`src/rtl/apap_pkg.sv`:
```
package apap_pkg;

	localparam int HEADER_BYTES = 11;
	localparam int RECORD_BYTES = 4;
	localparam int NAME_BYTES = 8;
	localparam int MODEL_END = 10;
	localparam int QUEUE_DEPTH = 4;
	localparam int PTR_W = $clog2(QUEUE_DEPTH);
	localparam int CNT_W = $clog2(QUEUE_DEPTH + 1);

	typedef enum logic [4:0] {
		PH_FCODE  = 5'b00001,
		PH_COUNT  = 5'b00010,
		PH_HEADER = 5'b00100,
		PH_RECORD = 5'b01000,
		PH_DONE   = 5'b10000
	} phase_t;

	typedef enum logic {
		KIND_ENTRY = 1'b0,
		KIND_END   = 1'b1
	} kind_t;

	typedef struct packed {
		kind_t       kind;
		logic [63:0] unit_name;
		logic [15:0] model_code;
		logic [15:0] function_object_id;
		logic [15:0] input_object_id;
		logic        verdict;
	} result_t;

endpackage

```
`src/rtl/apap_queue.sv`:
```
module apap_queue (
	input  logic                         clk,
	input  logic                         arst_n,
	input  logic [1:0]                   push_n,
	input  apap_pkg::result_t            push_d0,
	input  apap_pkg::result_t            push_d1,
	output logic                         has_room,
	output logic                         head_valid,
	input  logic                         head_pop,
	output apap_pkg::result_t            head_d
);

	apap_pkg::result_t                   slot_q [apap_pkg::QUEUE_DEPTH];
	logic [apap_pkg::PTR_W-1:0]          wr_ptr_q;
	logic [apap_pkg::PTR_W-1:0]          rd_ptr_q;
	logic [apap_pkg::CNT_W-1:0]          count_q;
	logic                                pop;
	logic [apap_pkg::PTR_W-1:0]          wr_ptr_p1;

	assign head_valid = (count_q != '0);
	assign has_room = (count_q <= apap_pkg::CNT_W'(apap_pkg::QUEUE_DEPTH - 2));
	assign pop = head_valid & head_pop;
	assign head_d = slot_q[rd_ptr_q];
	assign wr_ptr_p1 = wr_ptr_q + apap_pkg::PTR_W'(1);

	always_ff @(posedge clk) begin
		if (push_n != 2'd0) begin
			slot_q[wr_ptr_q] <= push_d0;
		end
		if (push_n == 2'd2) begin
			slot_q[wr_ptr_p1] <= push_d1;
		end
	end

	always_ff @(posedge clk or negedge arst_n) begin
		if (!arst_n) begin
			wr_ptr_q <= '0;
			rd_ptr_q <= '0;
			count_q <= '0;
		end else begin
			wr_ptr_q <= wr_ptr_q + apap_pkg::PTR_W'(push_n);
			if (pop) begin
				rd_ptr_q <= rd_ptr_q + apap_pkg::PTR_W'(1);
			end
			count_q <= count_q + apap_pkg::CNT_W'(push_n) - apap_pkg::CNT_W'(pop);
		end
	end

endmodule

```
`src/rtl/aux_preferred_assignment_parser_unit.sv`:
```
// Auxiliary preferred-assignment parser.
// The input channel (in_valid, in_ready, data_byte, last_byte) takes one message
// byte per word; last_byte marks the final byte of a message. The output channel
// (out_valid, out_ready and the result fields) gives one assignment entry per
// completed function record, and one end word with the verdict after the final
// byte. When the verdict says malformed, the receiver drops that message's entries.
// The parser state is updated in the cycle a byte is accepted, and its results
// enter a four-word output queue, whose head offers them to the receiver in order.
// One byte is accepted per cycle while the queue holds at most two words, so
// the sustained rate is one byte per cycle while the receiver keeps up; a final
// byte that completes a record yields two words, which leave the queue in turn.
// When the receiver stalls, the queue fills and in_ready drops until it holds
// at most two words again. Reset clears the parser, so the next byte is taken
// as a function code, and empties the queue.
module aux_preferred_assignment_parser_unit (
	input  logic        clk,
	input  logic        arst_n,
	input  logic        in_valid,
	output logic        in_ready,
	input  logic [7:0]  data_byte,
	input  logic        last_byte,
	output logic        out_valid,
	input  logic        out_ready,
	output logic        item_kind,
	output logic [63:0] unit_name,
	output logic [15:0] model_code,
	output logic [15:0] function_object_id,
	output logic [15:0] input_object_id,
	output logic        verdict,
	output logic        final_item
);

	apap_pkg::phase_t   phase_q, phase_d;
	logic [3:0]         index_q, index_d;
	logic [7:0]         units_q, units_d;
	logic [7:0]         funcs_q, funcs_d;
	logic [63:0]        name_q, name_d;
	logic [15:0]        model_q, model_d;
	logic [31:0]        record_q, record_d;
	logic               accept;
	logic               entry_done;
	logic [1:0]         push_n;
	apap_pkg::result_t  entry_r, end_r, push_d0;
	apap_pkg::result_t  head_d;

	assign accept = in_valid & in_ready;

	always_comb begin
		phase_d = phase_q;
		index_d = index_q;
		units_d = units_q;
		funcs_d = funcs_q;
		name_d = name_q;
		model_d = model_q;
		record_d = record_q;
		entry_done = 1'b0;
		case (phase_q)
			apap_pkg::PH_FCODE: begin
				phase_d = apap_pkg::PH_COUNT;
			end
			apap_pkg::PH_COUNT: begin
				units_d = data_byte;
				index_d = '0;
				phase_d = (data_byte == 8'd0) ? apap_pkg::PH_DONE : apap_pkg::PH_HEADER;
			end
			apap_pkg::PH_HEADER: begin
				if (index_q < 4'(apap_pkg::NAME_BYTES)) begin
					name_d = {data_byte, name_q[63:8]};
				end else if (index_q < 4'(apap_pkg::MODEL_END)) begin
					model_d = {data_byte, model_q[15:8]};
				end
				if (index_q >= 4'(apap_pkg::HEADER_BYTES - 1)) begin
					funcs_d = data_byte;
					index_d = '0;
					if (data_byte == 8'd0) begin
						units_d = units_q - 8'd1;
						phase_d = (units_d == 8'd0) ? apap_pkg::PH_DONE
							: apap_pkg::PH_HEADER;
					end else begin
						phase_d = apap_pkg::PH_RECORD;
					end
				end else begin
					index_d = index_q + 4'd1;
				end
			end
			apap_pkg::PH_RECORD: begin
				record_d = {data_byte, record_q[31:8]};
				if (index_q >= 4'(apap_pkg::RECORD_BYTES - 1)) begin
					entry_done = 1'b1;
					index_d = '0;
					funcs_d = funcs_q - 8'd1;
					if (funcs_d == 8'd0) begin
						units_d = units_q - 8'd1;
						phase_d = (units_d == 8'd0) ? apap_pkg::PH_DONE
							: apap_pkg::PH_HEADER;
					end
				end else begin
					index_d = index_q + 4'd1;
				end
			end
			default: begin
			end
		endcase
	end

	always_comb begin
		entry_r.kind = apap_pkg::KIND_ENTRY;
		entry_r.unit_name = name_d;
		entry_r.model_code = model_d;
		entry_r.function_object_id = record_d[15:0];
		entry_r.input_object_id = record_d[31:16];
		entry_r.verdict = 1'b0;
		end_r.kind = apap_pkg::KIND_END;
		end_r.unit_name = '0;
		end_r.model_code = '0;
		end_r.function_object_id = '0;
		end_r.input_object_id = '0;
		end_r.verdict = (phase_d != apap_pkg::PH_DONE);
		push_d0 = entry_done ? entry_r : end_r;
		if (!accept) begin
			push_n = 2'd0;
		end else begin
			push_n = 2'(entry_done) + 2'(last_byte);
		end
	end

	always_ff @(posedge clk or negedge arst_n) begin
		if (!arst_n) begin
			phase_q <= apap_pkg::PH_FCODE;
			index_q <= '0;
			units_q <= '0;
			funcs_q <= '0;
			name_q <= '0;
			model_q <= '0;
			record_q <= '0;
		end else if (accept) begin
			if (last_byte) begin
				phase_q <= apap_pkg::PH_FCODE;
				index_q <= '0;
				units_q <= '0;
				funcs_q <= '0;
				name_q <= '0;
				model_q <= '0;
				record_q <= '0;
			end else begin
				phase_q <= phase_d;
				index_q <= index_d;
				units_q <= units_d;
				funcs_q <= funcs_d;
				name_q <= name_d;
				model_q <= model_d;
				record_q <= record_d;
			end
		end
	end

	apap_queue u_queue (
		.clk        (clk),
		.arst_n     (arst_n),
		.push_n     (push_n),
		.push_d0    (push_d0),
		.push_d1    (end_r),
		.has_room   (in_ready),
		.head_valid (out_valid),
		.head_pop   (out_ready),
		.head_d     (head_d)
	);

	assign item_kind = head_d.kind;
	assign unit_name = head_d.unit_name;
	assign model_code = head_d.model_code;
	assign function_object_id = head_d.function_object_id;
	assign input_object_id = head_d.input_object_id;
	assign verdict = head_d.verdict;
	assign final_item = head_d.kind;

endmodule

```
`config.mk`:
```
export PLATFORM = sky130hd
export DESIGN_NAME = aux_preferred_assignment_parser_unit
export DESIGN_NICKNAME = d
export VERILOG_FILES = /design/src/rtl/apap_pkg.sv /design/src/rtl/apap_queue.sv /design/src/rtl/aux_preferred_assignment_parser_unit.sv
export SDC_FILE = /design/constraint.sdc
export NUM_CORES = 1
export LEC_CHECK = 0
export BUFFER_PORTS_ARGS = -buffer_cell sky130_fd_sc_hd__buf_2
export CAP_MARGIN = 20
export CELL_PAD_IN_SITES_DETAIL_PLACEMENT = 1
export CELL_PAD_IN_SITES_GLOBAL_PLACEMENT = 1
export CORE_ASPECT_RATIO = 1.4
export CORE_MARGIN = 5
export CORE_UTILIZATION = 40
export CTS_BUF_LIST = sky130_fd_sc_hd__clkbuf_8 sky130_fd_sc_hd__clkbuf_16
export DETAILED_ROUTE_END_ITERATION = 7
export HOLD_SLACK_MARGIN = 0.03
export PLACE_DENSITY = 0.68
export SYNTH_ARGS = -nofsm -noshare
export SYNTH_HDL_FRONTEND = slang
export SYNTH_SLANG_ARGS = --single-unit
```
`constraint.sdc`:
```
create_clock -name clk -period 3.1 [get_ports clk]
set_input_delay 0.31 -clock clk [delete_from_list [all_inputs] [get_ports clk]]
set_output_delay 0.31 -clock clk [all_outputs]
set_load 0.02 [all_outputs]
```
==> reports/metrics.cfg <==
[floorplan]
core_area_um2=60600
pin_count=130
die_x_um=218
design.die.area_um2=65900
die_h_um=302
num_rows=107
initial_core_util=0.401

[power]
power_frac_seq=0.430
p_per_area_nw_per_um2=760
p_switching_mw=7.02
total_power_mw=21.4
pwr-share-comb=0.238
switching_share=0.328
intPower_mw=14.4
leakage_nw=11.7
ir_drop_uv=446
p_clk_frac=0.332

[logic_synthesis]
synth_top_area_share=0.372
synth_cells=2201
synth_area_per_cell_um2=11.1
synth_warnings=0
synth_edf_count=4
synth_nets=2225
yosysTopAreaCell=dfxtp_1
synthFlopType=dfxtp_1
synth_area_um2=24300
synth_area_leaders=dfxtp_1 (37%), a22o_1 (16%), dfrtp_1 (14%)
ys_seq_area_frac=0.517
ys_ff_latch=592
ys_types=65
synthArstFlopShare=0.230

[place]
globalplace.congestion=0.798
port_buffers=129
dpl.hpwl_um=46200

[drt]
via_count=18700
dr.pass1.iters=5
ant_nets=0
drc=0
drtIter0Drc=1143
post_drt_wl_per_cell_um=24.8
via_per_inst=5.99
wl_um=77300

[clock_tree]
cts_root_buffer=clkbuf_16
clk_latency_ns=0.62
h-tree-depth=2
cts_buffer_depth=3
cts.clk_slew.worst_paths_ns=0.06
cts_buffers=57
cts_tree=yes
cts_sinks=592

[sta]
finalCritPeriodShare=0.933
finalClockSkew_ns=0.0327
slew_violations=0
hold_viol=0
min_period_ns=2.89
finalSetupTns_ns=0
fmax_mhz=346
max-slew-margin-rel=0.404
finalSetupViolations=0
worstMarginPinSlew_ns=0.895
rsz0062_at_grt=false

[critical_path]
crit_slowest_cell=or3_4
endpoint_kind=flip-flop
start_kind=flip-flop
cp_max_fo=35
crit_arrival_ns=3.40
worst-endpoint-required_ns=3.61
path_delay_family=simple AND/OR/NAND/NOR gates
cp_num_buf_inv=3
max_stage_delay_ns=0.44
worstSetupPathType=reg2reg
crit_chain=ha_1 > nor3_2 > nand2b_4 > clkinv_1 > ha_4 > inv_1 > nand2_1 > o21ai_0 > or3_4 > clkbuf_16 > a22o_1

[min_path]
min_path_type=in2reg

[global_route]
overflow=0
grt_pass1_vias=20200
grt_max_degree=85
antenna_found_initial=1
grt_pass1_wl_um=121000
grt_util_all_layers=0.230

[layout]
nNetsFinal=2283
n_antenna_cell=0
drive_above_1_share=0.194
layout-area-overhead-vs-synth_pct=15.6

[outcome]
status=completed

[run]
cap_violations=0

-- per-layer routing --
layer	part of all wire	up-vias	global-route usage
li1	-	8373	-
met1	0.41	9816	0.281
met2	0.52	399	0.419
met3	0.037	127	0.0290
met4	0.030	2	0.0761
met5	0.00016	-	0
-- power groups by stage --
stage                     sequential (mW)  clock (mW)  combinational, mW
after floorplan                      8.90           0               3.78
after global placement               9.29           0               4.98
after detailed placement             9.35           0               5.12
after CTS                            9.19        7.27               5.14
after global routing                 9.28        7.55               5.64
final                                9.19        7.10               5.10
-- placed cells by master, fill, tap and decap left out, types with 30 or more instances in the layout --
cell	synthesis	layout
mux4_2	114	114
a21oi_1	97	97
dfrtp_1	135	133
buf_4	2	49
a21boi_0	81	81
inv_1	22	39
buf_2	24	127
a22o_1	446	446
nand2_1	295	293
nor2_1	35	30
dfxtp_1	452	452
o21ai_0	135	135
clkbuf_16	0	64
-- Yosys cell counts, types with 3 or more instances --
master    instances
inv_1            22
nor2_1           35
nor3_1           18
nor3b_1           5
clkbuf_1        155
a22o_1          446
nand3_1           8
or3_1             7
a21o_1            4
a22oi_1          25
edfxtp_1          4
a21oi_1          97
and2_1            6
o22ai_1           3
o31ai_1           3
buf_1            22
clkbuf_8          4
or2_2             3
nor4_1            9
dfxtp_1         452
o31a_1            4
a21boi_0         81
ha_1             10
xor2_1            5
buf_2            24
nand2_1         295
mux4_2          114
o21ai_1          12
xnor2_1           5
o21ai_0         135
dfrtp_1         135
nand2b_1          4
nand4_1           5
nor4b_1           3
-- flip-flops by register name, indices dropped and copies added (netlist names) --
register          flops
u_queue.slot_q      456
name_q               64
record_q             24
model_q              16
funcs_q               8
units_q               8
phase_q               5
index_q               4
u_queue.count_q       3
u_queue.rd_ptr_q      2
u_queue.wr_ptr_q      2
-- worst register-to-register path, stage by stage (launching register included) --
cell       delay (ns)
dfrtp_1          0.41
ha_1             0.25
nor3_2           0.22
nand2b_4         0.17
clkinv_1         0.12
ha_4             0.31
inv_1            0.06
nand2_1          0.10
o21ai_0          0.15
or3_4            0.44
clkbuf_16        0.28
a22o_1           0.28
-- logic make-up after synthesis --
family / Yosys count / synth area share
xor gates and xnor gates: 10 / 0.00360
adders and majority gates: 11 / 0.00596
AOI/OAI and AO/OA: 827 / 0.254
DFF: 592 / 0.517
and+or+nand+nor: 415 / 0.0745
buffers and inverters: 232 / 0.0396
muxes: 114 / 0.106
-- through the flow --
| stage | instances | setup WS [ns] | util | hold WS (ns) | area [um^2] |
|---|---|---|---|---|---|
| finish | 3123 | 0.208 | 0.464 | 0.147 | 28100 |
| global route | 3123 | 0.0503 | 0.464 | 0.125 | 28100 |
| CTS | 3117 | 0.0629 | 0.462 | 0.106 | 28000 |
| detailed placement | 3010 | 0.0798 | 0.430 | 0.439 | 26100 |
| global placement | 3010 | 0.158 | 0.430 | 0.435 | 26100 |
| floorplan | 2201 | 0.0294 | - | 0.0144 | 24300 |
-- layout make-up --
type	count	area [um^2]
clock buffers	73	1710
clock inverters	33	204
fillers	6425	32500
inverters	23	86.3
multi-input cells	1377	10900
flip-flops and latches	592	12600
well taps	817	1020
repair buffers	208	1620
-- repair_timing --
action,CTS,global route
endpoints found under the hold margin,75,0
endpoints found under the setup margin,0,326
gates resized for setup,0,9
hold buffers,1,0
setup buffers,0,2
-- worst paths after layout --
check	slack (ns)	cells past startpoint	to	startpoint
setup / recovery	0.21	11	u_queue.slot_q[1][94]	index_q[0]
hold / removal	0.15	3	u_queue.rd_ptr_q[0]	out_ready
setup reg to reg	0.21	11	u_queue.slot_q[1][94]	index_q[0]
hold reg to reg	0.45	2	u_queue.slot_q[3][113]	u_queue.slot_q[3][113]
max in group asynchronous	1.87	3	phase_q[0]	arst_n
min in group asynchronous	0.32	2	name_q[53]	arst_n
Note: power is estimated with default switching activity, not from simulation.
